### src/design/assert_macros.svh
// Assertion helper macros for the instruction encoder.
// Depends on nothing; included by the top level only.
`ifndef ASSERT_MACROS_SVH
`define ASSERT_MACROS_SVH

// Same-cycle implication, checked on the rising clock edge outside reset.
`define RVIE_ASSERT_NOW(label, clk, rst_n, ante, cons) \
    label: assert property (@(posedge clk) disable iff (!rst_n) (ante) |-> (cons)) \
        else $error("encoder assertion failed");

// Next-cycle implication, checked on the rising clock edge outside reset.
`define RVIE_ASSERT_NEXT(label, clk, rst_n, ante, cons) \
    label: assert property (@(posedge clk) disable iff (!rst_n) (ante) |=> (cons)) \
        else $error("encoder assertion failed");

`endif

### src/design/rvie_pkg.sv
// Shared types, opcode constants and the mnemonic table of the RV32IM encoder.
// Depends on nothing; imported by every module of the block.
package rvie_pkg;

    localparam int MN_COUNT = 47;

    // Mnemonic indexes in table order; anything past MN_EBREAK is rejected
    typedef enum logic [5:0] {
        MN_ADD, MN_SUB, MN_SLL, MN_SLT, MN_SLTU, MN_XOR, MN_SRL, MN_SRA, MN_OR, MN_AND,
        MN_MUL, MN_MULH, MN_MULHSU, MN_MULHU, MN_DIV, MN_DIVU, MN_REM, MN_REMU,
        MN_ADDI, MN_SLLI, MN_SLTI, MN_SLTIU, MN_XORI, MN_SRLI, MN_SRAI, MN_ORI, MN_ANDI,
        MN_LB, MN_LH, MN_LW, MN_LBU, MN_LHU, MN_LUI, MN_AUIPC, MN_SB, MN_SH, MN_SW,
        MN_JAL, MN_JALR, MN_BEQ, MN_BNE, MN_BLT, MN_BGE, MN_BLTU, MN_BGEU,
        MN_ECALL, MN_EBREAK
    } rvie_mnemonic_t;

    // Instruction formats
    localparam logic [2:0] FMT_R = 3'd0;
    localparam logic [2:0] FMT_I = 3'd1;
    localparam logic [2:0] FMT_S = 3'd2;
    localparam logic [2:0] FMT_B = 3'd3;
    localparam logic [2:0] FMT_U = 3'd4;
    localparam logic [2:0] FMT_J = 3'd5;

    // Major opcodes: five-bit group in [6:2], low two bits always 11
    localparam logic [6:0] OP_LOAD   = {5'h00, 2'b11};
    localparam logic [6:0] OP_OPIMM  = {5'h04, 2'b11};
    localparam logic [6:0] OP_AUIPC  = {5'h05, 2'b11};
    localparam logic [6:0] OP_STORE  = {5'h08, 2'b11};
    localparam logic [6:0] OP_OP     = {5'h0C, 2'b11};
    localparam logic [6:0] OP_LUI    = {5'h0D, 2'b11};
    localparam logic [6:0] OP_BRANCH = {5'h18, 2'b11};
    localparam logic [6:0] OP_JALR   = {5'h19, 2'b11};
    localparam logic [6:0] OP_JAL    = {5'h1B, 2'b11};
    localparam logic [6:0] OP_SYSTEM = {5'h1C, 2'b11};

    // funct7 column values; in I/S formats these are ORed into the immediate
    localparam logic [10:0] F7_NONE  = 11'h000;
    localparam logic [10:0] F7_ALT   = 11'h020;
    localparam logic [10:0] F7_MULDV = 11'h001;
    localparam logic [10:0] F7_SRAI  = 11'h400;   // 0x20 << 5
    localparam logic [10:0] F7_EBRK  = 11'h001;

    typedef struct packed {
        logic [2:0]  fmt;
        logic [6:0]  major;
        logic [2:0]  f3;
        logic [10:0] f7;
    } rvie_row_t;

    typedef struct packed {
        logic [5:0]         mnemonic;
        logic [4:0]         dest_reg;
        logic [4:0]         src1_reg;
        logic [4:0]         src2_reg;
        logic signed [31:0] immediate;
    } rvie_in_t;

    typedef struct packed {
        logic [31:0] instruction_word;
        logic        bad_mnemonic;
    } rvie_out_t;

    // Decoder result handed to the packer
    typedef struct packed {
        rvie_row_t row;
        logic      bad;
    } rvie_dec_t;

    localparam rvie_row_t ENC_TABLE [MN_COUNT] = '{
        // add sub sll slt sltu xor srl sra or and
        '{FMT_R, OP_OP, 3'd0, F7_NONE}, '{FMT_R, OP_OP, 3'd0, F7_ALT},
        '{FMT_R, OP_OP, 3'd1, F7_NONE}, '{FMT_R, OP_OP, 3'd2, F7_NONE},
        '{FMT_R, OP_OP, 3'd3, F7_NONE}, '{FMT_R, OP_OP, 3'd4, F7_NONE},
        '{FMT_R, OP_OP, 3'd5, F7_NONE}, '{FMT_R, OP_OP, 3'd5, F7_ALT},
        '{FMT_R, OP_OP, 3'd6, F7_NONE}, '{FMT_R, OP_OP, 3'd7, F7_NONE},
        // mul mulh mulhsu mulhu div divu rem remu
        '{FMT_R, OP_OP, 3'd0, F7_MULDV}, '{FMT_R, OP_OP, 3'd1, F7_MULDV},
        '{FMT_R, OP_OP, 3'd2, F7_MULDV}, '{FMT_R, OP_OP, 3'd3, F7_MULDV},
        '{FMT_R, OP_OP, 3'd4, F7_MULDV}, '{FMT_R, OP_OP, 3'd5, F7_MULDV},
        '{FMT_R, OP_OP, 3'd6, F7_MULDV}, '{FMT_R, OP_OP, 3'd7, F7_MULDV},
        // addi slli slti sltiu xori srli srai ori andi
        '{FMT_I, OP_OPIMM, 3'd0, F7_NONE}, '{FMT_I, OP_OPIMM, 3'd1, F7_NONE},
        '{FMT_I, OP_OPIMM, 3'd2, F7_NONE}, '{FMT_I, OP_OPIMM, 3'd3, F7_NONE},
        '{FMT_I, OP_OPIMM, 3'd4, F7_NONE}, '{FMT_I, OP_OPIMM, 3'd5, F7_NONE},
        '{FMT_I, OP_OPIMM, 3'd5, F7_SRAI}, '{FMT_I, OP_OPIMM, 3'd6, F7_NONE},
        '{FMT_I, OP_OPIMM, 3'd7, F7_NONE},
        // lb lh lw lbu lhu
        '{FMT_I, OP_LOAD, 3'd0, F7_NONE}, '{FMT_I, OP_LOAD, 3'd1, F7_NONE},
        '{FMT_I, OP_LOAD, 3'd2, F7_NONE}, '{FMT_I, OP_LOAD, 3'd4, F7_NONE},
        '{FMT_I, OP_LOAD, 3'd5, F7_NONE},
        // lui auipc
        '{FMT_U, OP_LUI, 3'd0, F7_NONE}, '{FMT_U, OP_AUIPC, 3'd0, F7_NONE},
        // sb sh sw
        '{FMT_S, OP_STORE, 3'd0, F7_NONE}, '{FMT_S, OP_STORE, 3'd1, F7_NONE},
        '{FMT_S, OP_STORE, 3'd2, F7_NONE},
        // jal jalr
        '{FMT_J, OP_JAL, 3'd0, F7_NONE}, '{FMT_I, OP_JALR, 3'd0, F7_NONE},
        // beq bne blt bge bltu bgeu
        '{FMT_B, OP_BRANCH, 3'd0, F7_NONE}, '{FMT_B, OP_BRANCH, 3'd1, F7_NONE},
        '{FMT_B, OP_BRANCH, 3'd4, F7_NONE}, '{FMT_B, OP_BRANCH, 3'd5, F7_NONE},
        '{FMT_B, OP_BRANCH, 3'd6, F7_NONE}, '{FMT_B, OP_BRANCH, 3'd7, F7_NONE},
        // ecall ebreak
        '{FMT_I, OP_SYSTEM, 3'd0, F7_NONE}, '{FMT_I, OP_SYSTEM, 3'd0, F7_EBRK}
    };

endpackage

### src/design/rvie_decode.sv
// Mnemonic lookup: table row and out-of-range flag.
// Depends on rvie_pkg.
module rvie_decode
    import rvie_pkg::*;
(
    input  logic [5:0] mnemonic,
    output rvie_dec_t  dec
);

    always_comb
    begin
        if (mnemonic < 6'(MN_COUNT))
        begin
            dec.row = ENC_TABLE[mnemonic];
            dec.bad = 1'b0;
        end
        else
        begin
            dec.row = '0;
            dec.bad = 1'b1;
        end
    end

endmodule

### src/design/rvie_pack.sv
// Field packing of one instruction word by format.
// Depends on rvie_pkg; fed by rvie_decode.
module rvie_pack
    import rvie_pkg::*;
(
    input  rvie_in_t  inst,
    input  rvie_dec_t dec,
    output rvie_out_t enc
);

    logic [31:0] imm;
    logic [31:0] imm_or;
    logic [31:0] word;

    assign imm    = 32'(inst.immediate);
    assign imm_or = imm | {21'd0, dec.row.f7};

    always_comb
    begin
        case (dec.row.fmt)
            FMT_R:
                word = {dec.row.f7[6:0], inst.src2_reg, inst.src1_reg, dec.row.f3,
                        inst.dest_reg, dec.row.major};
            FMT_I:
                word = {imm_or[11:0], inst.src1_reg, dec.row.f3, inst.dest_reg,
                        dec.row.major};
            FMT_S:
                word = {imm_or[11:5], inst.src2_reg, inst.src1_reg, dec.row.f3,
                        imm_or[4:0], dec.row.major};
            FMT_B:
                word = {imm[12], imm[10:5], inst.src2_reg, inst.src1_reg, dec.row.f3,
                        imm[4:1], imm[11], dec.row.major};
            FMT_U:
                word = {imm[19:0], inst.dest_reg, dec.row.major};
            default: // J format
                word = {imm[20], imm[10:1], imm[11], imm[19:12], inst.dest_reg,
                        dec.row.major};
        endcase
    end

    assign enc.instruction_word = dec.bad ? 32'd0 : word;
    assign enc.bad_mnemonic     = dec.bad;

endmodule

### src/design/rv32im_instruction_encoder.sv
// RV32IM encoder: an inst transaction reaches enc valid through two registers
// (input register, then result register). Throughput one transaction per cycle while enc_ready is high.
// The decode and packing between the two registers is a table lookup plus muxing.
// rst_n (async, active low) empties both stages; payload registers are not reset.
// in ready drops only when both stages hold data and enc_ready is low.
// Depends on rvie_pkg, rvie_decode, rvie_pack and assert_macros.svh.
`include "assert_macros.svh"
module rv32im_instruction_encoder
    import rvie_pkg::*;
(
    input  logic      clk,
    input  logic      rst_n,
    // instruction side
    input  logic      inst_valid,
    output logic      inst_ready,
    input  rvie_in_t  inst,
    // encoded word side
    output logic      enc_valid,
    input  logic      enc_ready,
    output rvie_out_t enc
);

    // Stage 1: captured instruction
    logic      s1_valid_reg;
    logic      s1_valid_next;
    rvie_in_t  s1_inst_reg;

    // Stage 2: encoded result waiting for the consumer
    logic      s2_valid_reg;
    logic      s2_valid_next;
    rvie_out_t s2_enc_reg;

    logic      s1_adv;      // stage 1 moves into stage 2 this cycle
    logic      inst_fire;
    rvie_dec_t dec;
    rvie_out_t enc_comb;

    // Stage 2 frees up when empty or being drained; stage 1 frees up when it advances.
    assign s1_adv     = s1_valid_reg && (!s2_valid_reg || enc_ready);
    assign inst_ready = !s1_valid_reg || s1_adv;
    assign inst_fire  = inst_valid && inst_ready;

    always_comb
    begin
        s1_valid_next = s1_valid_reg;
        if (inst_fire)
            s1_valid_next = 1'b1;
        else if (s1_adv)
            s1_valid_next = 1'b0;

        s2_valid_next = s2_valid_reg;
        if (s1_adv)
            s2_valid_next = 1'b1;
        else if (enc_ready)
            s2_valid_next = 1'b0;
    end

    always_ff @(posedge clk or negedge rst_n)
    begin
        if (!rst_n)
        begin
            s1_valid_reg <= 1'b0;
            s2_valid_reg <= 1'b0;
        end
        else
        begin
            s1_valid_reg <= s1_valid_next;
            s2_valid_reg <= s2_valid_next;
        end
    end

    // Payload registers, no reset needed
    always_ff @(posedge clk)
    begin
        if (inst_fire)
            s1_inst_reg <= inst;
        if (s1_adv)
            s2_enc_reg <= enc_comb;
    end

    // Table lookup then format packing, all between the two registers
    rvie_decode u_decode (
        .mnemonic (s1_inst_reg.mnemonic),
        .dec      (dec)
    );

    rvie_pack u_pack (
        .inst (s1_inst_reg),
        .dec  (dec),
        .enc  (enc_comb)
    );

    assign enc_valid = s2_valid_reg;
    assign enc       = s2_enc_reg;

    // A rejected mnemonic always carries a zero word
    `RVIE_ASSERT_NOW(a_bad_zero, clk, rst_n, enc_valid && enc.bad_mnemonic, enc.instruction_word == 32'd0)
    // Every legal encoding ends in the 32-bit opcode marker
    `RVIE_ASSERT_NOW(a_op_low, clk, rst_n, enc_valid && !enc.bad_mnemonic, enc.instruction_word[1:0] == 2'b11)
    // Back pressure only when both stages are occupied
    `RVIE_ASSERT_NOW(a_stall_full, clk, rst_n, !inst_ready, s1_valid_reg && s2_valid_reg)
    // A stage 1 advance always lands a result in stage 2
    `RVIE_ASSERT_NEXT(a_adv_lands, clk, rst_n, s1_adv, enc_valid)

endmodule

### config.mk
export PLATFORM = sky130hd
export DESIGN_NAME = rv32im_instruction_encoder
export DESIGN_NICKNAME = d
export VERILOG_FILES = /design/src/design/rvie_pkg.sv /design/src/design/rvie_decode.sv /design/src/design/rvie_pack.sv /design/src/design/rv32im_instruction_encoder.sv
export VERILOG_INCLUDE_DIRS = /design/src /design/src/design
export SDC_FILE = /design/constraint.sdc
export NUM_CORES = 1
export LEC_CHECK = 0
export ABC_CLOCK_PERIOD_IN_PS = 3000
export BUFFER_PORTS_ARGS = -buffer_cell sky130_fd_sc_hd__buf_2
export CAP_MARGIN = 15
export CORE_ASPECT_RATIO = 1.25
export CORE_MARGIN = 2
export CORE_UTILIZATION = 45
export CTS_CLUSTER_DIAMETER = 40
export DETAILED_ROUTE_END_ITERATION = 12
export MAX_ROUTING_LAYER = met4
export PLACE_DENSITY = 0.7
export SETUP_SLACK_MARGIN = 0.4
export SLEW_MARGIN = 10
export SYNTH_ARGS = -nofsm -noshare
export SYNTH_HDL_FRONTEND = slang
export SYNTH_SLANG_ARGS = --single-unit
### constraint.sdc
create_clock -name clk -period 3 [get_ports clk]
set_clock_uncertainty 0.2 [all_clocks]
set_input_delay 0.45 -clock clk [delete_from_list [all_inputs] [get_ports clk]]
set_output_delay 0.45 -clock clk [all_outputs]
set_load 0.005 [all_outputs]
======== Word level (Yosys, flattened, before mapping) ========
Memory sizes are Yosys's and may differ from the RTL's.
Index checks and enable logic that the tools add are counted.
storage, ports and cells
  register bits ........................... 77
  memory bits (read-only) ................. 1536
  input bits .............................. 57
  output and inout port bits .............. 35
  word-level logic and storage cells ...... 35
  memories ................................ 1
memory list
  memory           words  width  rd ports  clocked after memory_dff  wr ports  line               text
  (no name shown)  64     24     1         0                         0         rvie_decode.sv:14  dec.row = ENC_TABLE[mnemonic];
cells by class
  magnitude comparators ................... 2
  eq/ne operators ......................... 4
  muxes and demuxes ....................... 8
  bitwise operators ....................... 2
  reductions and logical operators ........ 9
operator list
  kind                count
  $pmux 32 s5         1
  $mux 24             2
  $mux 25             1
  $or 12x11->12       1
  $ge 7x7->1 const B  1
  $not 6->7           1
  $eq 3x2->1 const B  2
  $lt 6x6->1 const B  1
  $mux 1              4
  $reduce_bool 2->1   2
  $eq 3x1->1 const B  1
  $eq 3x3->1 const B  1
  $logic_not 3->1     1
  $logic_and 1x1->1   2
  $logic_not 1->1     2
  $logic_or 1x1->1    2

======== Logic depth before layout (Yosys ltp) ========
  depth after elaboration ................. 7
  gate-level depth with buffers ........... 10
  mapped depth without buffers ............ 8

======== Hierarchy ========
From an unflattened synthesis, not the netlist that was laid out.
second synthesis, totals
  cell total of the unflattened synthesis .. 359
  area total of the unflattened synthesis .. 4270.3 um2
by module, submodules not included
  module                      times used  cells each  area an instance (um2)  sequential area each (um2)
  rv32im_instruction_encoder  1           94          2686.3                  2632.5
  rvie_pack                   1           163         890.9                   0.0
  rvie_decode                 1           102         693.2                   0.0

======== Least setup slack after synthesis ========
Ideal clock, no wire load.
  path kind ............................... reg-to-reg
  from .................................... reg s1_inst_reg[48] (netlist name)
  to ...................................... reg s2_enc_reg, in the netlist enc[21] (data pin)
  library setup time ...................... 0.264 ns
  arrival time ............................ 2.026 ns
  required time ........................... 2.536 ns
  slack ................................... 0.510 ns
  cell stages (with the launch flop) ...... 10
  path buffers ............................ 1
  period minus slack after synthesis ...... 2.490 ns
  path through ............................ edfxtp_1 > inv_1 > ha_1 > nor2_1 > a211oi_2 > or3_1 > buf_6 > o21ai_4 > a221oi_2 > a211oi_2
on the way
  cells in the longest elaborated chain, start to end .. 7
  elaborated cells between the ends (all ways) .. 13
  those cells by class .................... 1 x order compare; 4 x eq/ne; 4 x mux; 2 x bitwise; 1 x reduce/logical; 1 x memory
ends and longest elaborated chain
  item                                         line                              text
  start: declaration                           rv32im_instruction_encoder.sv:26  rvie_in_t s1_inst_reg;
  start signal: assignment                     rv32im_instruction_encoder.sv:76  s1_inst_reg <= inst;
  $not 6->7 (implied by the code)              rvie_decode.sv:14
  $mem_v2 64x24                                -
  $mux 24 (implied by the code) (2 in series)  rvie_decode.sv:14
  $mux 25 (*)                                  rvie_decode.sv:12                 if (mnemonic < 6'(MN_COUNT))
  $eq 3x3->1 (tied with other cells)           rvie_pack.sv:20                   case (dec.row.fmt)
  $pmux 32 s5                                  rvie_pack.sv:20
  end signal: assignment                       rv32im_instruction_encoder.sv:78  s2_enc_reg <= enc_comb;
  end: declaration                             rv32im_instruction_encoder.sv:31  rvie_out_t s2_enc_reg;
Every way passes the cells marked *; elsewhere a longest branch is shown, timed or not. The select of a mux whose other input is x is not followed.
A chain may end at the register's enable or synchronous reset.

======== Worst setup path after layout ========
  from .................................... reg s1_inst_reg[48] (netlist name)
  to ...................................... reg s2_enc_reg, in the netlist enc[25] (data pin)
The elaborated chain is that of the path after synthesis.

==> metrics.md <==
| Metric | Value |
|---|---|
| H-tree levels | 3 |
| Sequential-to-total area share from yosys stat | 64.5% |
| Post-layout nets | 435 |
| Status | complete, no violations |
| Crit path launch | s1_inst_reg[48] |
| Finish-stage setup viols | 0 |
| Clock Latency Late Sink | 360 ps |
| Fin crit share | 85.1% |
| Syn_area_per_cell | 13.1 um2 |
| Clock Path Buffers | 2 |
| Post-Synthesis Cells | 268 |
| CP required | 2900 ps |
| Rows | 36 |
| FFs w/ async S/R, synth | 2.63% |
| Combinational cell fraction of total power | 14.4% |
| Peak supply drop | 0.352 mV |
| Port bufs | 80 |
| RSZ-0062 raised after global routing | yes |
| Worst r2r src | s1_inst_reg[48] |
| TritonCTS Sinks | 76 |
| Layout area overhead | 23.9% |
| P_int | 1.82 mW |
| Max FO, Critical Path | 7 |
| Slew @ Worst Pin | 545 ps |
| DRC Markers | 0 |
| DR pass1 iterations | 4 |
| Fmax | 391 MHz |
| Crit. End Element | register |
| Worst hold path type | in -> reg |
| Sequential fraction of design power | 53.6% |
| Max_cap viols | 0 |
| Distinct cells, synth | 49 |
| Fin. Hold Viols | 0 |
| First-pass GRT wire length | 10.9 mm |
| Slew HR | 63.3% |
| Setup Total Neg Slack | 0 ps |
| Starting Density | 45.7% |
| Vias/cell | 5.30 |
| Share of cells above drive strength 1 | 36.4% |
| GR Overflow Total | 0 |
| Pwr/cell area | 558 nW/um2 |
| Post-Route M1 WL | 3.00 mm |
| Max-slew violations | 0 |
| Pin count of the biggest net entering global routing | 43 |
| Top cell type's share of synthesized area | 63.1% |
| DR WL met3 | 509 um |
| Net count after synthesis | 337 |
| Final std cells w/o fill | 466 |
| Crit start category | register |
| Sw Ratio | 25.3% |
| Initial antenna violation count | 0 |
| Worst hold start | inst[1] |
| Seq. cell area | 2270 um2 |
| CTS buffer count | 9 |
| Final Power | 2.44 mW |
| Starting DRC count in detailed routing | 241 |
| Minimum clock period | 2550 ps |
| I/O pin count | 92 |
| Routed WL per cell | 15.7 um |
| Area of the multi-input gates | 1170 um2 |
| Largest cells by area after synthesis | edfxtp_1 63%, ha_1 4.3%, mux2i_1 4.0% |
| Kind of critical path | reg -> reg |
| Placed Instances | 441 |
| Core area | 7700 um2 |
| Worst-path clk slew | 90 ps |
| Vias in the first global route | 2266 |
| Fill cells | 633 |
| #FFs+latches synth | 76 |
| Post-synth EDFFs | 74 |
| Crit-path max cell delay | 510 ps |
| Arrival @ worst endpoint | 2450 ps |
| Final WL | 7.29 mm |
| Min Hold Slack | 52.4 ps |
| Yosys warnings | 0 |
| ANT nets after route | 0 |
| # diodes | 0 |
| Clock share of power | 32.0% |
| CTS tree | yes |
| Final core utilization | 56.7% |
| Die H | 103 um |
| Wire length on met2 | 3.53 mm |
| Slowest-stage cell, CP | edfxtp_1 |
| Dominant cell type by area after synthesis | edfxtp_1 |
| Vias | 2470 |
| Clock Root Buffer | clkbuf_8 |
| Die W | 83.1 um |
| Die ar. | 8560 um2 |
| Leakage power total | 1.76 nW |
| RD Place Congestion | 0.978 |
| DPL Wire Length | 5.06 mm |
| Aggregate global-route resource usage | 17.5% |
| Cell area after synthesis | 3520 um2 |
| Max layer used | met4 |
| Ys flop type | edfxtp_1 |
| P_sw | 616 uW |
| Worst path cell trace | ha_4 -> and3_4 -> a211o_4 -> or3_4 -> buf_4 -> and2_4 -> nand2_1 -> a21oi_1 |
| Largest register FFs | 42 |
-- worst max-delay path: cells and delay by family, from the launching register on --
family,cells,cell delay [ps]
simple gates,4,810
flops,1,510
compound gates,2,350
fa+ha+maj,1,230
buf+inv,1,180
-- cell usage after synthesis, drive strengths merged, types with 2 or more instances --
master  number
edfxtp      74
nand2       24
o21ai       22
a21oi       20
mux2i       14
nor2        14
ha          12
clkbuf       9
buf          7
inv          7
a211oi       5
nand2b       5
a22oi        4
and2         4
nand3        4
a31oi        3
and3         3
nand3b       3
nor3         3
o211ai       3
o22ai        3
a311oi       2
dfrtp        2
nor2b        2
o311ai       2
or3          2
-- per-stage QoR --
step	worst slack, ps	cell area, um2
global route	342	4360
CTS	408	4310
detailed placement	209	4060
floorplan	510	3520
global placement	270	4060
finish	446	4360
-- power by group through the flow --
stage	combinational, mW	sequential (mW)	clock [mW]
floorplan	0.195	1.33	0
global placement	0.320	1.33	0
detailed placement	0.326	1.33	0
CTS	0.338	1.31	0.791
global route	0.386	1.31	0.842
finish	0.350	1.31	0.781
-- per-layer routing --
metal,up-vias,GRT usage (%)
met2,90,27.5
met5,-,-
li1,1203,-
met4,0,9.96
met1,1152,20.3
met3,25,4.88
-- final timing paths --
check / to / slack [ps] / cells past startpoint
max in group asynchronous: enc_valid / 2290 / 2
setup reg to reg: enc[25] / 450 / 8
hold / removal: s1_inst_reg[1] / 50 / 1
min in group asynchronous: s1_valid_reg / 220 / 2
hold reg to reg: enc_valid / 290 / 1
setup / recovery: enc[25] / 450 / 8
-- cell usage in the layout, fill, tap and decap left out, drive strengths merged, types with 3 or more instances in the layout --
cell      n
a211oi    5
a21oi    20
a22oi     4
a31oi     3
and2      4
and3      3
buf     102
clkbuf   11
clkinv    3
edfxtp   74
ha       12
inv       9
mux2i    14
nand2    24
nand2b    5
nand3     4
nand3b    3
nor2     14
nor3      3
o211ai    3
o21ai    22
o22ai     3
-- cell type report --
cell class	instances	share of cell area [%]
Timing Repair Buffer	103	13.4
Sequential cell	76	52.1
Inverter	8	0.688
Clock inverter	5	1.40
Tap cell	95	2.72
Multi-Input combinational cell	168	26.7
Clock buffer	11	3.01
-- repair_timing --
action,4_1_cts,5_1_grt
pin swaps,0,3
gates resized for setup,4,7
cloned,0,0
hold endpoints to repair,2,0
hold buffers,1,0
setup endpoints to repair,21,11
setup buffers,5,3
-- cell families (layout without fill, tap and decap cells) --
kind of cell / count (synthesis) / in the layout / share of synthesized area (%)
flops: 76 / 76 / 64.5
compound gates: 72 / 72 / 13.7
simple gates: 69 / 69 / 9.77
buf+inv: 24 / 127 / 3.48
mux: 15 / 15 / 4.30
fa+ha+maj: 12 / 12 / 4.26
Power figures use the tool's default switching activity.
